## config.mk

```make
export PLATFORM = sky130hd
export DESIGN_NAME = ffea_ctrl
export DESIGN_NICKNAME = d
export VERILOG_FILES = /design/src/hw/rtl/ffea_pkg.sv /design/src/hw/rtl/ffea_ctrl.sv
export SDC_FILE = /design/constraint.sdc
export NUM_CORES = 1
export LEC_CHECK = 0
export BUFFER_PORTS_ARGS = -buffer_cell sky130_fd_sc_hd__buf_2
export CORE_MARGIN = 2
export CORE_UTILIZATION = 40
export CTS_CLUSTER_SIZE = 12
export DETAILED_ROUTE_END_ITERATION = 10
export PLACE_DENSITY_LB_ADDON = 0.15
export SYNTH_ARGS = -nofsm -noshare
export SYNTH_HDL_FRONTEND = slang
export SYNTH_SLANG_ARGS = --single-unit
```

## constraint.sdc

```tcl
create_clock -name clk -period 1.9 [get_ports clk]
set_input_delay 0.19 -clock clk [delete_from_list [all_inputs] [get_ports clk]]
set_output_delay 0.19 -clock clk [all_outputs]
set_load 0.02 [all_outputs]
```

## src/hw/rtl/ffea_pkg.sv

```systemverilog
// Shared types and constants for the first-fit extent allocator.
// Holds table entry layout, status codes and controller/datapath command types.
// No dependencies.
package ffea_pkg;

	localparam int unsigned OFF_W = 48;
	localparam int unsigned LEN_W = 49;
	// Growth target: starts at 65536 when nothing is claimed, else 2*claimed (< 2^50),
	// and only doubles while short of a 48-bit request, so it stays below 2^51.
	localparam int unsigned NT_W = 52;
	localparam int unsigned MAX_FREE_EXTENTS_DEF = 64;
	localparam logic [NT_W-1:0] FIRST_CLAIM = NT_W'(65536);

	typedef enum logic [1:0] {
		ST_OK       = 2'd0,
		ST_CAPACITY = 2'd1,
		ST_FULL     = 2'd2,
		ST_OVERLAP  = 2'd3
	} status_t;

	typedef struct packed {
		logic [OFF_W-1:0] start;
		logic [LEN_W-1:0] len;
	} ext_t;

	typedef enum logic [4:0] {
		OP_NONE,
		OP_LOAD,
		OP_RD_IDX,
		OP_RD_K1,
		OP_RD_KM1,
		OP_RD_TAIL,
		OP_SCAN_NEXT,
		OP_MARK_NEXT,
		OP_FIT,
		OP_GROW_INIT,
		OP_GROW_DBL,
		OP_EXTEND,
		OP_APPEND,
		OP_SHIFT_UP,
		OP_DEC,
		OP_INS_SETUP,
		OP_SHIFT_DN,
		OP_INS_PUT,
		OP_MERGE_PREV,
		OP_MERGE_NEXT,
		OP_SET_STATUS,
		OP_DONE
	} dp_op_t;

	typedef struct packed {
		dp_op_t  op;
		status_t code;
	} cmd_t;

	typedef struct packed {
		logic kind_free;
		logic size_zero;
		logic idx_end;
		logic fits;
		logic exact;
		logic grown;
		logic grow_short;
		logic over_cap;
		logic count_zero;
		logic full;
		logic tail_adj;
		logic gt_off;
		logic ovl;
		logic mprev;
		logic mnext;
		logic k_more;
		logic k_above;
	} sts_t;

endpackage

```

## src/hw/rtl/ffea_ctrl.sv

```systemverilog
// Sequencing state machine of the extent allocator.
// Issues at most one datapath command per cycle from ffea_dp status; uses ffea_pkg.
module ffea_ctrl (
	input  logic           clk,
	input  logic           arst_n,
	input  logic           start,
	input  ffea_pkg::sts_t sts,
	output ffea_pkg::cmd_t cmd,
	output logic           busy
);

	typedef enum logic [4:0] {
		S_IDLE,
		S_DISPATCH,
		S_A_SCAN,
		S_A_TEST,
		S_G_LOOP,
		S_G_TAIL,
		S_RM_LOOP,
		S_RM_WR,
		S_F_SCAN,
		S_F_TEST,
		S_F_EVAL,
		S_INS_LOOP,
		S_INS_WR,
		S_DONE
	} state_t;

	state_t state_q, state_n;

	always_comb begin
		state_n  = state_q;
		cmd.op   = ffea_pkg::OP_NONE;
		cmd.code = ffea_pkg::ST_OK;
		unique case (state_q)
			S_IDLE: begin
				if (start) begin
					cmd.op  = ffea_pkg::OP_LOAD;
					state_n = S_DISPATCH;
				end
			end
			S_DISPATCH: begin
				if (!sts.kind_free) begin
					state_n = S_A_SCAN;
				end else if (sts.size_zero) begin
					state_n = S_DONE;
				end else begin
					state_n = S_F_SCAN;
				end
			end
			S_A_SCAN: begin
				if (!sts.idx_end) begin
					cmd.op  = ffea_pkg::OP_RD_IDX;
					state_n = S_A_TEST;
				end else if (sts.grown) begin
					cmd.op   = ffea_pkg::OP_SET_STATUS;
					cmd.code = ffea_pkg::ST_CAPACITY;
					state_n  = S_DONE;
				end else begin
					cmd.op  = ffea_pkg::OP_GROW_INIT;
					state_n = S_G_LOOP;
				end
			end
			S_A_TEST: begin
				if (sts.fits) begin
					cmd.op  = ffea_pkg::OP_FIT;
					state_n = sts.exact ? S_RM_LOOP : S_DONE;
				end else begin
					cmd.op  = ffea_pkg::OP_SCAN_NEXT;
					state_n = S_A_SCAN;
				end
			end
			S_G_LOOP: begin
				if (sts.grow_short) begin
					cmd.op = ffea_pkg::OP_GROW_DBL;
				end else if (sts.over_cap) begin
					cmd.op   = ffea_pkg::OP_SET_STATUS;
					cmd.code = ffea_pkg::ST_CAPACITY;
					state_n  = S_DONE;
				end else if (!sts.count_zero) begin
					cmd.op  = ffea_pkg::OP_RD_TAIL;
					state_n = S_G_TAIL;
				end else begin
					cmd.op  = ffea_pkg::OP_APPEND;
					state_n = S_A_SCAN;
				end
			end
			S_G_TAIL: begin
				if (sts.tail_adj) begin
					cmd.op  = ffea_pkg::OP_EXTEND;
					state_n = S_A_SCAN;
				end else if (sts.full) begin
					cmd.op   = ffea_pkg::OP_SET_STATUS;
					cmd.code = ffea_pkg::ST_FULL;
					state_n  = S_DONE;
				end else begin
					cmd.op  = ffea_pkg::OP_APPEND;
					state_n = S_A_SCAN;
				end
			end
			S_RM_LOOP: begin
				if (sts.k_more) begin
					cmd.op  = ffea_pkg::OP_RD_K1;
					state_n = S_RM_WR;
				end else begin
					cmd.op  = ffea_pkg::OP_DEC;
					state_n = S_DONE;
				end
			end
			S_RM_WR: begin
				cmd.op  = ffea_pkg::OP_SHIFT_UP;
				state_n = S_RM_LOOP;
			end
			S_F_SCAN: begin
				if (sts.idx_end) begin
					state_n = S_F_EVAL;
				end else begin
					cmd.op  = ffea_pkg::OP_RD_IDX;
					state_n = S_F_TEST;
				end
			end
			S_F_TEST: begin
				if (sts.gt_off) begin
					cmd.op  = ffea_pkg::OP_MARK_NEXT;
					state_n = S_F_EVAL;
				end else begin
					cmd.op  = ffea_pkg::OP_SCAN_NEXT;
					state_n = S_F_SCAN;
				end
			end
			S_F_EVAL: begin
				if (sts.ovl) begin
					cmd.op   = ffea_pkg::OP_SET_STATUS;
					cmd.code = ffea_pkg::ST_OVERLAP;
					state_n  = S_DONE;
				end else if (sts.mprev) begin
					cmd.op  = ffea_pkg::OP_MERGE_PREV;
					state_n = sts.mnext ? S_RM_LOOP : S_DONE;
				end else if (sts.mnext) begin
					cmd.op  = ffea_pkg::OP_MERGE_NEXT;
					state_n = S_DONE;
				end else if (sts.full) begin
					cmd.op   = ffea_pkg::OP_SET_STATUS;
					cmd.code = ffea_pkg::ST_FULL;
					state_n  = S_DONE;
				end else begin
					cmd.op  = ffea_pkg::OP_INS_SETUP;
					state_n = S_INS_LOOP;
				end
			end
			S_INS_LOOP: begin
				if (sts.k_above) begin
					cmd.op  = ffea_pkg::OP_RD_KM1;
					state_n = S_INS_WR;
				end else begin
					cmd.op  = ffea_pkg::OP_INS_PUT;
					state_n = S_DONE;
				end
			end
			S_INS_WR: begin
				cmd.op  = ffea_pkg::OP_SHIFT_DN;
				state_n = S_INS_LOOP;
			end
			S_DONE: begin
				cmd.op  = ffea_pkg::OP_DONE;
				state_n = S_IDLE;
			end
			default: state_n = S_IDLE;
		endcase
	end

	always_ff @(posedge clk or negedge arst_n) begin
		if (!arst_n) begin
			state_q <= S_IDLE;
		end else begin
			state_q <= state_n;
		end
	end

	assign busy = (state_q != S_IDLE);

endmodule

```

==> summary.md <==
| Metric | Value |
|---|---|
| Outcome | `finished with violations` |
| Violated checks | `setup timing` |
| Placed cell count | `197` |
| Final hold vios | `0` |
| CP Capture Type | `output port` |
| Placement Cell Area | `1240 um2` |
| Max FFs per register | `4` |
| Syn_nets | `155` |
| Fin crit share | `100%` |
| Synth top area cells | `dfrtp_1, buf_6, nand2b_1` |
| Worst Tran Pin Value | `536 ps` |
| Layout Skew | `2.90 ps` |
| Max-slew violations | `0` |
| Vias | `1314` |
| First DRT Iteration DRCs | `64` |
| Post-route cell area | `around 1500 um2` |
| Post-synth EDFFs | `0` |
| Antenna Nets Post-Route | `0` |
| Drt total wl | `3680 um` |
| R2R cell count | `6` |
| Crit path DAT | `between 1500 and 2000 ps` |
| Detailed placement HPWL | `between 2000 and 3000 um` |
| Seq/Total Area, Yosys | `under 10%` |
| First-pass GRT wire length | `between 5000 and 6000 um` |
| Setup crit start kind | `register` |
| Core area | `2480 um2` |
| Ys flop type | `dfrtp_1` |
| Post-route insts no fill | `211` |
| Post-synth ARST share | `100%` |
| HP Class | `primary input to async pin` |
| Worst Setup Path Type | `register to output port` |
| Post-synth design cell area | `1040 um2` |
| Setup violators final | `1` |
| Clock slew seen by the registers of the worst setup and hold paths | `roughly 40 ps` |
| Logic gate share of total power | `between 80% and 90%` |
| WP data required | `1710 ps` |
| DR vias/cell | `6.23` |
| Peak Freq | `525 MHz` |
| Placement Rows | `18` |
| Synthesized flop and latch total | `4` |
| Switching portion of total power | `between 40 and 50%` |
| Vias in the first global route | `about 1200` |
| Peak supply drop | `0.000796 V` |
| Initial Utilization | `41.9%` |
| Syn_area_per_cell | `7.68 um2` |
| Top flop regs | `state_q (4)` |
| PwrDens | `1490 nW/um2` |
| Final net count | `203` |
| Root Buffer | `clkbuf_4` |
| Gate Count Post-Synth | `135` |
| Die height | `54.9 um` |
| Yosys warns | `0` |
| GRT Resource Usage Total | `24.7%` |
| Slew margin rel. | `around 64%` |
| Yosys top cell area share | `9.65%` |
| Pin count of the biggest net entering global routing | `29` |
| ANT cells | `0` |
| Routed length per instance | `17.4 um` |
| Clk Latency, worst-skew pair | `240 ps` |
| Switching power of the nets | `1.08 mW` |
| Congestion Overflow GR | `0` |
| Seq pwr share | `8.5%` |
| TritonCTS Sinks | `4` |
| DRC | `0` |
| Area Overhead vs Synth | `44.6%` |
| Crit Path Max Fanout | `14` |
| Initial antenna violation count | `0` |
| Hold_ws | `between 200 and 300 ps` |
| Max cap viols | `0` |
| Post-synth cell types | `between 50 and 60` |
| Die ar. | `3020 um2` |
| DR pass1 iterations | `4` |
| Die width | `around 55 um` |
| Port-buffer cells | `27` |
| RSZ-0062 raised after global routing | `yes` |
| Most flops, register | `state_q` |
| Yosys top cell by area | `dfrtp_1` |
| Clk buf depth | `2` |
| P_int | `roughly 1.2 mW` |
| I/O Pins | `28` |
| Final worst setup slack | `-6.31 ps` |
| CTS tree | `yes` |
| Layout cell share with drive strength beyond 1 | `a little under half` |
| Clock power share | `under 10%` |
| Final GP Congestion | `0.856` |
| Min cycle time layout | `1910 ps` |
| H-Tree Depth | `1` |
| CTS Buf Count | `3` |
| P_leak | `about 0.64 nW` |
## final cells by class
| class | count | area (um2) |
|---|---|---|
| inverters | 5 | 22.5 |
| clock buffers | 3 | 22.5 |
| flip-flops and latches | 4 | 105 |
| well taps | 30 | 37.5 |
| repair buffers | 53 | 395 |
| multi-input cells | 116 | 917 |
| fillers | 247 | 977 |
## synth_stat cells (2+ instances only)
cell       number
a21o_1          4
inv_1           5
nand4_1         2
nor3_1          3
a31oi_1         2
nand2_1         8
o211ai_1        2
o21bai_1        2
and2b_1         2
nor2b_1         7
a21oi_2         2
dfrtp_1         4
nand2b_1        9
buf_2           2
o21ai_0         5
a211oi_1        3
nor2_1         10
o2111ai_1       3
and3b_1         2
nand3_1         6
a21oi_1         5
a22oi_1         3
buf_6           6
nand4b_1        4
nor3b_1         2
buf_4           2
o22ai_1         2
## critical path: stages (launching register included)
cell,delay (ps)
dfrtp_2,410
buf_12,150
nor2b_2,150
and4_1,220
a2111o_1,390
buf_6,150
## cells by family (layout without fill, tap and decap cells)
kind of cell / after synthesis / after routing / share of synthesized area [%]
flip-flops: 4 / 4 / 9.65
AND/OR/NAND/NOR: 69 / 69 / 43.2
AO/OA/AOI/OAI: 45 / 45 / 34.4
multiplexers: 2 / 2 / 2.05
buffers and inverters: 15 / 61 / 10.7
## cells in the final DEF, fill, tap and decap left out, types with 3 or more instances in the layout
master and instances:
buf_2 23, buf_4 21, nor2_1 10, nand2_1 8, nand2b_1 7, nand3_1 6, buf_6 6, nor2b_1 5
nand4b_1 4, o21ai_0 4, a21oi_1 4, a21o_1 4, dfrtp_2 4, nor2b_2 3, inv_1 3, clkbuf_4 3
## power groups by stage
stage	Clock, mW	Combinational, mW	Sequential (mW)
3_3_place_gp	0	1.48	0.216
4_1_cts	0.110	1.67	0.179
2_1_floorplan	0	1.16	0.154
5_1_grt	0.116	2.06	0.195
3_5_place_dp	0	1.49	0.219
6_report	0.109	1.93	0.190
## routing by layer
layer	track usage (%)	share of wire, %
met5	0	0
met1	33.8	42
met4	4.47	1.1
met2	43.7	50
met3	0.806	6.7
## metrics by stage
| step | setup TNS, ps | utilization (%) | setup slack, ps | power, mW |
|---|---|---|---|---|
| 2_1_floorplan | 0 | - | 293 | 1.32 |
| 3_3_place_gp | 0 | 50.2 | 65.9 | 1.70 |
| 3_5_place_dp | 0 | 50.2 | 47.2 | 1.71 |
| 4_1_cts | 0 | 54.8 | 11.0 | 1.96 |
| 5_1_grt | -111 | 60.6 | -42.7 | 2.37 |
| 6_report | -6.31 | 60.6 | -6.31 | 2.23 |
## what timing repair did
action                                  in CTS  in global routing
endpoints found under the hold margin        4                  0
resized for setup                           11                 23
endpoints found under the setup margin       7                  7
setup buffers                                8                  2
hold buffers                                 1                  0
pin swaps                                    2                  2
gates cloned                                 0                  1
## path summary, 6_finish.rpt
kind,endpoint,slack (ps),startpoint
setup / recovery,cmd[4],-6,state_q[1]
min in group clk,state_q[2],290,sts[10]
max in group asynchronous,state_q[0],1480,arst_n
hold reg to reg,state_q[2],750,state_q[0]
setup reg to reg,state_q[2],230,state_q[1]
hold / removal,state_q[2],290,arst_n
No activity file was read; power rests on OpenSTA's default activity.
